$ cat config.mk
export PLATFORM = sky130hd
export DESIGN_NAME = redo_log_transaction_controller_top
export DESIGN_NICKNAME = d
export VERILOG_FILES = /design/src/rtl/rltc_pkg.sv /design/src/rtl/rltc_ctrl.sv /design/src/rtl/rltc_datapath.sv /design/src/rtl/redo_log_transaction_controller_top.sv
export SDC_FILE = /design/constraint.sdc
export NUM_CORES = 1
export LEC_CHECK = 0
export ABC_AREA = 1
export ABC_CLOCK_PERIOD_IN_PS = 6200
export BUFFER_PORTS_ARGS = -buffer_cell sky130_fd_sc_hd__buf_2
export CORE_MARGIN = 2
export CORE_UTILIZATION = 45
export CTS_CLUSTER_DIAMETER = 120
export CTS_CLUSTER_SIZE = 20
export DETAILED_ROUTE_END_ITERATION = 12
export SETUP_SLACK_MARGIN = 0.02
export SLEW_MARGIN = 20
export SYNTH_ARGS = -nofsm -noshare
export SYNTH_HDL_FRONTEND = slang
export SYNTH_SLANG_ARGS = --single-unit
$ cat constraint.sdc
create_clock -name clk -period 6.2 [get_ports clk]
set_clock_uncertainty 0.15 [all_clocks]
set_input_delay 1.24 -clock clk [delete_from_list [all_inputs] [get_ports clk]]
set_output_delay 1.24 -clock clk [all_outputs]
set_load 0.01 [all_outputs]
$ cat src/rtl/rltc_pkg.sv
// shared codes, widths and controller/datapath interface types for the redo log controller
package rltc_pkg;

  localparam int COUNT_W = 5;

  // operation codes
  localparam logic [1:0] OP_BEGIN = 2'd0;
  localparam logic [1:0] OP_END   = 2'd1;
  localparam logic [1:0] OP_WRITE = 2'd2;

  // status codes
  localparam logic [2:0] ST_OK        = 3'd0;
  localparam logic [2:0] ST_WAIT      = 3'd1;
  localparam logic [2:0] ST_TOO_BIG   = 3'd2;
  localparam logic [2:0] ST_OUTSIDE   = 3'd3;
  localparam logic [2:0] ST_UNDERFLOW = 3'd4;

  // disk command codes
  localparam logic [1:0] CMD_NONE   = 2'd0;
  localparam logic [1:0] CMD_COPY   = 2'd1;
  localparam logic [1:0] CMD_HEADER = 2'd2;

  // configuration register indexes
  localparam logic [1:0] REG_LOG_START = 2'd0;
  localparam logic [1:0] REG_LOG_AREA  = 2'd1;
  localparam logic [1:0] REG_DEVICE    = 2'd2;

  // kind of result the datapath loads into its output registers
  localparam logic [2:0] EMIT_NONE     = 3'd0;
  localparam logic [2:0] EMIT_STATUS   = 3'd1;
  localparam logic [2:0] EMIT_COPY_OUT = 3'd2;
  localparam logic [2:0] EMIT_HDR_FULL = 3'd3;
  localparam logic [2:0] EMIT_COPY_IN  = 3'd4;
  localparam logic [2:0] EMIT_HDR_ZERO = 3'd5;

  typedef struct packed {
    logic [2:0] emit;
    logic [2:0] emit_status;
    logic       emit_absorbed;
    logic       emit_last;
    logic       open_inc;
    logic       open_dec;
    logic       latch_blk;
    logic       idx_clr;
    logic       step;
    logic       append;
    logic       count_clr;
  } rltc_cmd_t;

  typedef struct packed {
    logic open_zero;
    logic open_one;
    logic count_zero;
    logic begin_room;
    logic write_full;
    logic rd_valid;
    logic rd_match;
    logic idx_end;
  } rltc_sts_t;

endpackage

$ cat src/rtl/rltc_ctrl.sv
// controller state machine of the redo log controller
module rltc_ctrl import rltc_pkg::*; (
  input  logic       clk,
  input  logic       rst,
  input  logic       start,
  input  logic [1:0] operation,
  input  rltc_sts_t  sts,
  output rltc_cmd_t  cmd,
  output logic       busy
);

  localparam logic [2:0] S_IDLE    = 3'd0;
  localparam logic [2:0] S_SEARCH  = 3'd1;
  localparam logic [2:0] S_COPY    = 3'd2;
  localparam logic [2:0] S_HDR1    = 3'd3;
  localparam logic [2:0] S_INSTALL = 3'd4;
  localparam logic [2:0] S_HDR2    = 3'd5;

  logic [2:0] state;
  logic [2:0] state_next;

  always_ff @(posedge clk) begin
    if (rst) begin
      state <= S_IDLE;
    end else begin
      state <= state_next;
    end
  end

  assign busy = (state != S_IDLE);

  always_comb begin
    cmd        = '0;
    state_next = state;
    unique case (state)
      S_IDLE: begin
        if (start) begin
          cmd.emit_last = 1'b1;
          unique case (operation)
            OP_BEGIN: begin
              cmd.emit        = EMIT_STATUS;
              cmd.emit_status = sts.begin_room ? ST_OK : ST_WAIT;
              cmd.open_inc    = sts.begin_room;
            end
            OP_END: begin
              if (sts.open_zero) begin
                cmd.emit        = EMIT_STATUS;
                cmd.emit_status = ST_UNDERFLOW;
              end else begin
                cmd.open_dec = 1'b1;
                if (sts.open_one && !sts.count_zero) begin
                  // last end of the group: run the commit sequence
                  cmd.emit_last = 1'b0;
                  cmd.idx_clr   = 1'b1;
                  state_next    = S_COPY;
                end else begin
                  cmd.emit        = EMIT_STATUS;
                  cmd.emit_status = ST_OK;
                end
              end
            end
            OP_WRITE: begin
              if (sts.write_full) begin
                cmd.emit        = EMIT_STATUS;
                cmd.emit_status = ST_TOO_BIG;
              end else if (sts.open_zero) begin
                cmd.emit        = EMIT_STATUS;
                cmd.emit_status = ST_OUTSIDE;
              end else begin
                cmd.emit_last = 1'b0;
                cmd.latch_blk = 1'b1;
                cmd.idx_clr   = 1'b1;
                state_next    = S_SEARCH;
              end
            end
            default: begin
              cmd.emit        = EMIT_STATUS;
              cmd.emit_status = ST_OK;
            end
          endcase
        end
      end
      S_SEARCH: begin
        cmd.step        = 1'b1;
        cmd.emit_status = ST_OK;
        cmd.emit_last   = 1'b1;
        if (sts.rd_match) begin
          cmd.emit          = EMIT_STATUS;
          cmd.emit_absorbed = 1'b1;
          state_next        = S_IDLE;
        end else if (sts.idx_end) begin
          cmd.emit   = EMIT_STATUS;
          cmd.append = 1'b1;
          state_next = S_IDLE;
        end
      end
      S_COPY: begin
        cmd.step = 1'b1;
        if (sts.rd_valid) begin
          cmd.emit = EMIT_COPY_OUT;
          if (sts.idx_end) begin
            state_next = S_HDR1;
          end
        end
      end
      S_HDR1: begin
        cmd.emit    = EMIT_HDR_FULL;
        cmd.idx_clr = 1'b1;
        state_next  = S_INSTALL;
      end
      S_INSTALL: begin
        cmd.step = 1'b1;
        if (sts.rd_valid) begin
          cmd.emit = EMIT_COPY_IN;
          if (sts.idx_end) begin
            state_next = S_HDR2;
          end
        end
      end
      S_HDR2: begin
        cmd.emit      = EMIT_HDR_ZERO;
        cmd.emit_last = 1'b1;
        cmd.count_clr = 1'b1;
        state_next    = S_IDLE;
      end
      default: begin
        state_next = S_IDLE;
      end
    endcase
  end

endmodule

$ cat src/rtl/rltc_datapath.sv
// datapath of the redo log controller: block table, counters, config and result registers
module rltc_datapath import rltc_pkg::*; #(
  parameter int LOG_ENTRIES       = 30,
  parameter int MAX_BLOCKS_PER_OP = 10
) (
  input  logic        clk,
  input  logic        rst,
  input  logic        wr_en,
  input  logic [1:0]  wr_index,
  input  logic [31:0] wr_data,
  input  logic [31:0] block_number,
  input  rltc_cmd_t   cmd,
  output rltc_sts_t   sts,
  output logic        result_valid,
  output logic [2:0]  status,
  output logic [1:0]  command,
  output logic [31:0] source_block,
  output logic [31:0] dest_block,
  output logic [4:0]  header_count,
  output logic [7:0]  device,
  output logic        absorbed,
  output logic        last
);

  localparam int AW = $clog2(LOG_ENTRIES);

  logic [31:0]        log_start;
  logic [15:0]        log_area_blocks;
  logic [7:0]         device_id;
  logic [31:0]        entries [LOG_ENTRIES];
  logic [COUNT_W-1:0] entry_count;
  logic [COUNT_W-1:0] open_ops;
  logic [COUNT_W-1:0] idx;
  logic [31:0]        blk;
  logic [31:0]        rdata;
  logic               rd_valid;
  logic [10:0]        need;
  logic               idx_below;

  // config registers
  always_ff @(posedge clk) begin
    if (rst) begin
      log_start       <= 32'd2;
      log_area_blocks <= 16'd31;
      device_id       <= 8'd1;
    end else if (wr_en) begin
      unique case (wr_index)
        REG_LOG_START: log_start       <= wr_data;
        REG_LOG_AREA:  log_area_blocks <= wr_data[15:0];
        REG_DEVICE:    device_id       <= wr_data[7:0];
        default: ;
      endcase
    end
  end

  // space reserved by open operations, counting the new one
  assign need = 11'(entry_count) + 11'({1'b0, open_ops} + 6'd1) * 11'(MAX_BLOCKS_PER_OP);
  assign idx_below = (idx < entry_count);

  always_comb begin
    sts.open_zero  = (open_ops == '0);
    sts.open_one   = (open_ops == COUNT_W'(1));
    sts.count_zero = (entry_count == '0);
    sts.begin_room = (need <= 11'(LOG_ENTRIES));
    sts.write_full = (entry_count >= COUNT_W'(LOG_ENTRIES)) ||
                     ((17'(entry_count) + 17'd1) >= 17'(log_area_blocks));
    sts.rd_valid   = rd_valid;
    sts.rd_match   = rd_valid && (rdata == blk);
    sts.idx_end    = (idx == entry_count);
  end

  // counters and scan index
  always_ff @(posedge clk) begin
    if (rst) begin
      entry_count <= '0;
      open_ops    <= '0;
      idx         <= '0;
      rd_valid    <= 1'b0;
    end else begin
      if (cmd.open_inc) begin
        open_ops <= open_ops + COUNT_W'(1);
      end else if (cmd.open_dec) begin
        open_ops <= open_ops - COUNT_W'(1);
      end
      if (cmd.count_clr) begin
        entry_count <= '0;
      end else if (cmd.append) begin
        entry_count <= entry_count + COUNT_W'(1);
      end
      if (cmd.idx_clr) begin
        idx      <= '0;
        rd_valid <= 1'b0;
      end else if (cmd.step) begin
        rd_valid <= idx_below;
        if (idx_below) begin
          idx <= idx + COUNT_W'(1);
        end
      end
    end
  end

  always_ff @(posedge clk) begin
    if (cmd.latch_blk) begin
      blk <= block_number;
    end
  end

  // block table
  always_ff @(posedge clk) begin
    if (cmd.append) begin
      entries[entry_count[AW-1:0]] <= blk;
    end
  end

  always_ff @(posedge clk) begin
    if (cmd.step && idx_below) begin
      rdata <= entries[idx[AW-1:0]];
    end
  end

  // result registers
  always_ff @(posedge clk) begin
    if (rst) begin
      result_valid <= 1'b0;
    end else begin
      result_valid <= (cmd.emit != EMIT_NONE);
    end
  end

  always_ff @(posedge clk) begin
    if (cmd.emit != EMIT_NONE) begin
      last <= cmd.emit_last;
      unique case (cmd.emit)
        EMIT_STATUS: begin
          status       <= cmd.emit_status;
          command      <= CMD_NONE;
          source_block <= '0;
          dest_block   <= '0;
          header_count <= '0;
          device       <= '0;
          absorbed     <= cmd.emit_absorbed;
        end
        EMIT_COPY_OUT: begin
          status       <= ST_OK;
          command      <= CMD_COPY;
          source_block <= rdata;
          dest_block   <= log_start + 32'(idx);
          header_count <= '0;
          device       <= device_id;
          absorbed     <= 1'b0;
        end
        EMIT_HDR_FULL: begin
          status       <= ST_OK;
          command      <= CMD_HEADER;
          source_block <= '0;
          dest_block   <= log_start;
          header_count <= entry_count;
          device       <= device_id;
          absorbed     <= 1'b0;
        end
        EMIT_COPY_IN: begin
          status       <= ST_OK;
          command      <= CMD_COPY;
          source_block <= log_start + 32'(idx);
          dest_block   <= rdata;
          header_count <= '0;
          device       <= device_id;
          absorbed     <= 1'b0;
        end
        default: begin
          status       <= ST_OK;
          command      <= CMD_HEADER;
          source_block <= '0;
          dest_block   <= log_start;
          header_count <= '0;
          device       <= device_id;
          absorbed     <= 1'b0;
        end
      endcase
    end
  end

`ifndef SYNTHESIS
  a_count_bound: assert property (@(posedge clk) disable iff (rst)
    entry_count <= COUNT_W'(LOG_ENTRIES))
    else $error("entry count beyond table depth");

  a_append_room: assert property (@(posedge clk) disable iff (rst)
    cmd.append |-> (entry_count < COUNT_W'(LOG_ENTRIES)) && (open_ops != '0))
    else $error("append into full table or outside an operation");

  a_idx_bound: assert property (@(posedge clk) disable iff (rst)
    cmd.step |-> (idx <= entry_count))
    else $error("scan index past entry count");

  a_commit_clears: assert property (@(posedge clk) disable iff (rst)
    (cmd.emit == EMIT_HDR_ZERO) |=> (entry_count == '0) && result_valid && last)
    else $error("commit did not empty the table");
`endif

endmodule

$ cat src/rtl/redo_log_transaction_controller_top.sv
// top level of the group-commit redo log controller
//
//  channel   | handshake              | payload
//  ----------+------------------------+------------------------------------------
//  item in   | start, busy            | operation, block_number
//  result    | result_valid (strobe)  | status, command, source_block, dest_block,
//            |                        | header_count, device, absorbed, last
//  config    | wr_en                  | wr_index, wr_data
//
// an item is taken when start is high and busy is low; its results follow at most one per cycle
// begin, rejected writes and an end that does not start a commit: one result, the cycle after the item is taken
// block write: a scan of the table, one entry per cycle, that absorbs the block if found or else appends it
// commit: one copy per cycle through the table's single read port
// rst is synchronous and active high; the table itself is never cleared, only its count
// the receiver cannot stall: each result shows for one cycle with result_valid high
module redo_log_transaction_controller_top import rltc_pkg::*; #(
  parameter int LOG_ENTRIES       = 30,
  parameter int MAX_BLOCKS_PER_OP = 10
) (
  input  logic        clk,
  input  logic        rst,
  // item in
  input  logic        start,
  output logic        busy,
  input  logic [1:0]  operation,
  input  logic [31:0] block_number,
  // config
  input  logic        wr_en,
  input  logic [1:0]  wr_index,
  input  logic [31:0] wr_data,
  // result
  output logic        result_valid,
  output logic [2:0]  status,
  output logic [1:0]  command,
  output logic [31:0] source_block,
  output logic [31:0] dest_block,
  output logic [4:0]  header_count,
  output logic [7:0]  device,
  output logic        absorbed,
  output logic        last
);

  rltc_cmd_t cmd;
  rltc_sts_t sts;

  // sequencing: admission, search and commit phases
  rltc_ctrl u_ctrl (
    .clk       (clk),
    .rst       (rst),
    .start     (start),
    .operation (operation),
    .sts       (sts),
    .cmd       (cmd),
    .busy      (busy)
  );

  // table, counters, config registers and result registers
  rltc_datapath #(
    .LOG_ENTRIES       (LOG_ENTRIES),
    .MAX_BLOCKS_PER_OP (MAX_BLOCKS_PER_OP)
  ) u_datapath (
    .clk          (clk),
    .rst          (rst),
    .wr_en        (wr_en),
    .wr_index     (wr_index),
    .wr_data      (wr_data),
    .block_number (block_number),
    .cmd          (cmd),
    .sts          (sts),
    .result_valid (result_valid),
    .status       (status),
    .command      (command),
    .source_block (source_block),
    .dest_block   (dest_block),
    .header_count (header_count),
    .device       (device),
    .absorbed     (absorbed),
    .last         (last)
  );

endmodule
---- After elaboration in Yosys (flattened, before gate mapping) ----
Memory sizes are Yosys's and may differ from the RTL's. A register that Yosys moved wholly into a read port is not among the register bits.
Index checks and enable logic that the tools add are counted.
word-level totals
  memories kept ........................... 1
  output and inout port bits .............. 86
  logic and storage cells ................. 140
  register bits after elaboration ......... 192
  input port bits ......................... 72
  RAM bits ................................ 960
memories
  name                words  bits a word  read ports  clocked after Yosys merged registers in  wr ports  line                 RTL
  u_datapath.entries  30     32           1           1                                        1         rltc_datapath.sv:30  logic [31:0] entries [LOG_ENTRIES];
cells by class
  magnitude comparators ................... 4
  eq/ne operators ......................... 27
  $add $sub $neg .......................... 8
  mux-type cells .......................... 56
  $mul .................................... 1
  reduce and logical (&&, ||, !) cells .... 25
operator list
  kind                                                                               number
  32-bit one-hot mux with 3 select lines                                             1
  32-bit one-hot mux with 2 select lines                                             1
  3-bit 2-to-1 mux                                                                   14
  32-bit by 5-bit adder with 32-bit output                                           1
  32-bit == test                                                                     1
  1-bit 2-to-1 mux                                                                   20
  6-bit 2-to-1 mux                                                                   3
  3-bit one-hot mux with 6 select lines                                              1
  6-bit one-hot mux with 3 select lines                                              1
  17-bit by 16-bit greater-or-equal comparator with 1-bit output                     1
  5-bit by 1-bit adder with 5-bit output, second input constant                      3
  5-bit 2-to-1 mux                                                                   3
  3-bit != test, second input constant                                               5
  3-bit one-hot mux with 5 select lines                                              1
  5-bit by 1-bit adder with 6-bit output, second input constant                      2
  3-bit by 2-bit == test with 1-bit output, second input constant                    4
  5-bit by 11-bit adder with 11-bit output                                           1
  11-bit by 5-bit less-or-equal comparator with 1-bit output, second input constant  1
  11-bit by 3-bit multiplier with 10-bit output, second input constant               1
  11-bit AND reduction                                                               1
  5-bit logical NOT                                                                  2
  2-bit AND reduction                                                                5
  3-bit == test, second input constant                                               3
  4-bit 2-to-1 mux                                                                   2
  25 further kinds                                                                   43

---- Logic depth before layout (Yosys ltp) ----
  depth in word-level cells ............... 11
  mapped depth ............................ 20
  depth with buffers taken out ............ 20

---- Modules after synthesis ----
Synthesis repeated with hierarchy kept, for this count alone.
unflattened totals
  cells, all modules ...................... 4328
  area total of the unflattened synthesis .. 49118.4 sq um
by module, submodules not included
  module         area each (sq um)  times used  cells an instance
  rltc_datapath  48622.9            1           4238
  rltc_ctrl      495.5              1           90

---- Worst setup path after synthesis ----
OpenSTA, ideal clock, no wires.
  path kind ............................... in2reg
  start point ............................. input operation[0]
  end point ............................... register u_datapath.absorbed (enable)
  arrival time ............................ 3.892 ns
  path slack .............................. 1.118 ns
  required time ........................... 5.009 ns
  buffers on the path ..................... 0
  stages on the path ...................... 7
  setup time .............................. 1.041 ns
  path through ............................ inv_1 ha_1 nor2_1 o21a_1 nand3_2 nand2_4 nand3_1
between the ends
  cells in the longest elaborated chain, start to end .. 5
  elaborated cells on any way between the ends .. 7
  classes of those cells .................. 2 x eq/ne; 3 x mux; 2 x reduce/logical
RTL lines
  element                                      line                                       RTL
  from (decl)                                  redo_log_transaction_controller_top.sv:25  input logic [1:0] operation,
  2-bit == test, or another cell as far along  rltc_ctrl.sv:39                            unique case (operation)
  6-bit one-hot mux with 3 select lines *      rltc_ctrl.sv:39
  6-bit 2-to-1 mux *                           rltc_ctrl.sv:37                            if (start) begin
  3-bit one-hot mux with 6 select lines *      rltc_ctrl.sv:35                            unique case (state)
  3-bit nonzero test *                         rltc_datapath.sv:131                       if (cmd.emit != EMIT_NONE) begin
  to (signal assigned)                         rltc_datapath.sv:141                       absorbed <= cmd.emit_absorbed;
  to (decl)                                    rltc_datapath.sv:21                        output logic absorbed,
Mark *: on every way between the ends. The rest lies on a longest branch, timed or not.
A chain may end at the register's enable or synchronous reset.

---- Final worst setup path ----
  start point ............................. register u_datapath.idx[0]
  end point ............................... memory u_datapath.entries[4][25] (enable)
between the ends
  cells in the longest elaborated chain, start to end .. 6
RTL lines
  element                                 line                  RTL
  from (decl)                             rltc_datapath.sv:33   logic [COUNT_W-1:0] idx;
  from (signal assigned)                  rltc_datapath.sv:96   idx <= idx + COUNT_W'(1);
  5-bit == test                           rltc_datapath.sv:69   sts.idx_end = (idx == entry_count);
  1-bit 2-to-1 mux                        rltc_ctrl.sv:91       end else if (sts.idx_end) begin
  1-bit 2-to-1 mux                        rltc_ctrl.sv:87       if (sts.rd_match) begin
  1-bit 2-to-1 mux                        rltc_ctrl.sv:35
  1-bit 2-to-1 mux                        rltc_datapath.sv:110  if (cmd.append) begin
  1-bit 2-to-1 mux (implied by the code)  rltc_datapath.sv:111  entries[entry_count[AW-1:0]] <= blk;
  to (decl)                               rltc_datapath.sv:30
Every way passes these cells.

==> impl.org <==
** Outcome
- Run status :: finished, final reports clean

** Cells and area
- In the final layout, flip-flops and latches occupy 34,800 µm².
- Most common library cell in the layout ignoring fill and taps :: edfxtp_1
- In the layout the commonest cells are edfxtp_1, nor2_1, o21ai_0, nand2_1, inv_1.
- In the final layout, the share of cells above drive strength 1 is 0.1009.
- Multi-input gate area in the final layout :: 12,700 µm²
- Counting the fill cells in the layout gives 9,551.
- P&R area growth vs syn :: 8.987%
- Final #Nets :: 4,377

** Synthesis
- Yosys Warn Count :: 0
- For this run, the leading register cell type out of synthesis is edfxtp_1.
- Counting flops with an async set or reset pin after synthesis yields a share of 0.
- Adder-cell share of the synthesized area :: 0.01138
- Syn_nets :: 4,274
- Synth Area in Compound Gates :: 0.1160
- For this run, the register share of the synthesized area comes to 0.7061.
- Largest family of logic cells by synthesized area :: simple AND/OR/NAND/NOR gates
- Post-synthesis area per instance :: 11.85 µm²
- Cell Area, Synth :: 49,270 µm²
- Measured against the total synthesized area, the mux share comes to 0.
- Synthesis handed over a netlist of 4,159 instances.
- Of the total synthesized cell area, the portion taken by XOR and XNOR cells is 0.006399.
- Post-Synth Simple-Gate Area :: 0.1187
- Post-synth EDFFs :: 1,108
- In this run, synthesis produced a sequential element count of 1,184.
- The netlist uses 55 different library cells.

** CTS
- Latest clock arrival within the worst-skew pair :: 680 ps
- Number of hold-repair buffers added at the cts stage :: 0
- Clock tree from TritonCTS :: yes
- Clock tree synthesis found a total of 1,184 sinks.
- The tree is rooted in a clkbuf_16.
- Clock slew seen by the registers of the worst setup and hold paths :: 80 ps
- Buffer count from post-CTS setup fixing :: 0
- Num CTS Buffers :: 69
- CTS max path bufs :: 3
- Count of cells resized by post-cts repair :: 0
- The H-tree generated during clock tree synthesis spans 3 levels.

** Worst setup path
- In this run the register-to-register setup slack is 1300 ps.
- Worst path top cell family by delay :: simple AND/OR/NAND/NOR gates
- For this design, the slowest cell found on the critical path is nor2_4.
- Reg2reg start :: u_datapath.idx[0]$_SDFFE_PP0P_
- Count of buffering cells on the critical path with inverters included :: 3
- Class of the most critical setup path :: reg2reg
- The most critical setup path has its startpoint at u_datapath.idx[0]$_SDFFE_PP0P_.
- WP data required :: 6410 ps
- Of all nets on the critical path, the largest fanout is 101.
- The worst setup path is captured at a register.
- STA classifies the critical path startpoint as a register.
- Traced cell by cell, the critical path runs through inv_8 -> ha_1 -> nand3_1 -> inv_1 -> nand4_1 -> nor2_4 -> buf_4.
- Max stage delay on crit path :: 1250 ps
- STA puts the critical path data arrival time at 5110 ps.

** Pwr
- Summed over all cells, the static leakage comes to 0.01844 µW.
- Across the VDD grid, the largest voltage drop is 0.1833 mV.
- In this run the power density over the cells is 280.8 nW/µm².
- Power consumption :: 15,080 µW

** Route
- For this run, design rule violations remaining after detail routing come to 0.
- Number of routed nets with antenna violations :: 0
- Wires add up to 152,100 µm.
- The detailed router placed 33.80k vias in this run.
- Vias per cell :: 5.933
- Routed wire per std cell :: 26.70 µm
- The first TritonRoute pass finished after 6 iterations.
- The detailed router finished its first iteration with 4,615 violations.

** Timing
- Based on the critical path, the design can be clocked at up to 0.2040 GHz.
- Worst Slack Setup Final :: 1297 ps
- The final hold violation count came to 0.
- Setup repair after global routing left no endpoint under its margin.
- Final-report max-slew violation count :: 0
- The worst pin sits at a relative slew slack of 0.2291.
- For the pin with the worst max-slew slack, the measured transition is 1154 ps.
- The worst path needs 4903 ps of the cycle, external delays included.
- Setup TNS Final :: 0 ps
- Period utilisation layout :: 0.7908
- Final setup violating endpoints :: 0

** Hold path
- The tightest min-delay check is of the reg2reg type.
- In this run the most critical hold path is launched from u_datapath.device_id[5]$_SDFFE_PP0P_.

** Run
- Max-cap violations in this run came to 0.

** Placed design
- Summed over all nets, the half-perimeter wirelength after detailed placement is 95,320 µm.
- Timing analysis after detailed placement gives a worst setup slack of 1331 ps.
- Placer's final routability congestion estimate :: 0.9583
- In this run the tool buffered the top-level ports with 157 buffer cells.

** Global routing
- The total overflow left after global routing is 0.
- The via count of the first global-routing pass was 31.45k.
- GRT Overall Usage :: 0.2675
- Wire length of the first global-routing pass :: 219,800 µm
- Antenna violations before repair :: 6
- Entering global routing, the biggest net connects 164 pins.

** Floorplan
- For this design the top-level I/O count stands at 158.
- Area of the die :: 112,200 µm²
- Width of the die :: 334.9 µm
- FP Rows :: 121
- Effective utilization at floorplan :: 0.4533
- Core footprint :: 108,700 µm²
- The die is 334.9 µm tall.
layer usage:
metal,GRT usage,part of all wire,vias up
li1,-,-,15130
met1,0.3856,0.42,16780
met2,0.4171,0.46,1664
met3,0.04297,0.084,222
met4,0.08387,0.031,4
met5,0,0.00020,-
area by class of cell:
class / count / share of cell area
antenna: 1 / 0.00004660
inverter: 235 / 0.01668
clock inverter: 5 / 0.001771
multi-input combinational: 2513 / 0.2366
sequential: 1184 / 0.6481
clock buffer: 86 / 0.03453
timing repair buffer: 259 / 0.02936
tap: 1414 / 0.03295
cell usage after synthesis, types with 21 or more instances:
cell      number  area share
a21oi_1      115       0.012
buf_2         67      0.0068
buf_4         25      0.0038
clkbuf_1     110      0.0084
dfxtp_1       76       0.031
edfxtp_1    1108        0.68
ha_1          40       0.010
inv_1        217       0.017
nand2_1      462       0.035
nand3_1      105       0.011
nand4_1       72      0.0091
nor2_1       707       0.054
o211ai_1      30      0.0046
o21ai_0      584       0.059
o221ai_1      21      0.0037
o22ai_1      210       0.027
logic make-up (layout without fill, tap and decap cells):
| logic type | count (synthesis) | after routing |
|---|---|---|
| compound gates | 1026 | 1026 |
| xor+xnor | 36 | 36 |
| fa+ha+maj | 43 | 43 |
| buf+inv | 462 | 585 |
| flops | 1184 | 1184 |
| other cells | 0 | 1 |
| simple gates | 1408 | 1408 |
path summary, 6_finish.rpt:
| path | to | cells after the start |
|---|---|---|
| worst max-delay path | u_datapath.entries[4][25]$_DFFE_PP_ | 7 |
| worst min-delay path | u_datapath.device_id[5]$_SDFFE_PP0P_ | 2 |
| worst max register to register | u_datapath.entries[4][25]$_DFFE_PP_ | 7 |
| worst min register to register | u_datapath.device_id[5]$_SDFFE_PP0P_ | 2 |
report_power, final:
part / switching, µW / internal (µW)
clock: 2580 / 2170
sequential: 103 / 8950
combinational: 937 / 346
worst min-delay path, delay by kind of cell (launching register included):
kind / cells / cell delay [ps]
AOI/OAI and AO/OA: 1 / 50
DFF: 1 / 300
buffers and inverters: 1 / 60
metrics by stage:
step | cell area [µm²] | hold slack [ps] | util | cells
floorplan | 49270 | 279.7 | - | 4159
global placement | 51730 | 289.7 | 0.4759 | 5604
detailed placement | 51750 | 297.2 | 0.4761 | 5605
CTS | 53700 | 310.3 | 0.4940 | 5696
global route | 53700 | 324.6 | 0.4940 | 5696
finish | 53700 | 306.1 | 0.4940 | 5697
registers in the layout, summed over array words and instances, names as in the netlist, 8 cells and up:
signal	cells
u_datapath.entries	960
u_datapath.blk	32
u_datapath.dest_block	32
u_datapath.log_start	32
u_datapath.rdata	32
u_datapath.source_block	32
u_datapath.log_area_blocks	16
u_datapath.device	8
u_datapath.device_id	8
Power figures use the tool's default switching activity.
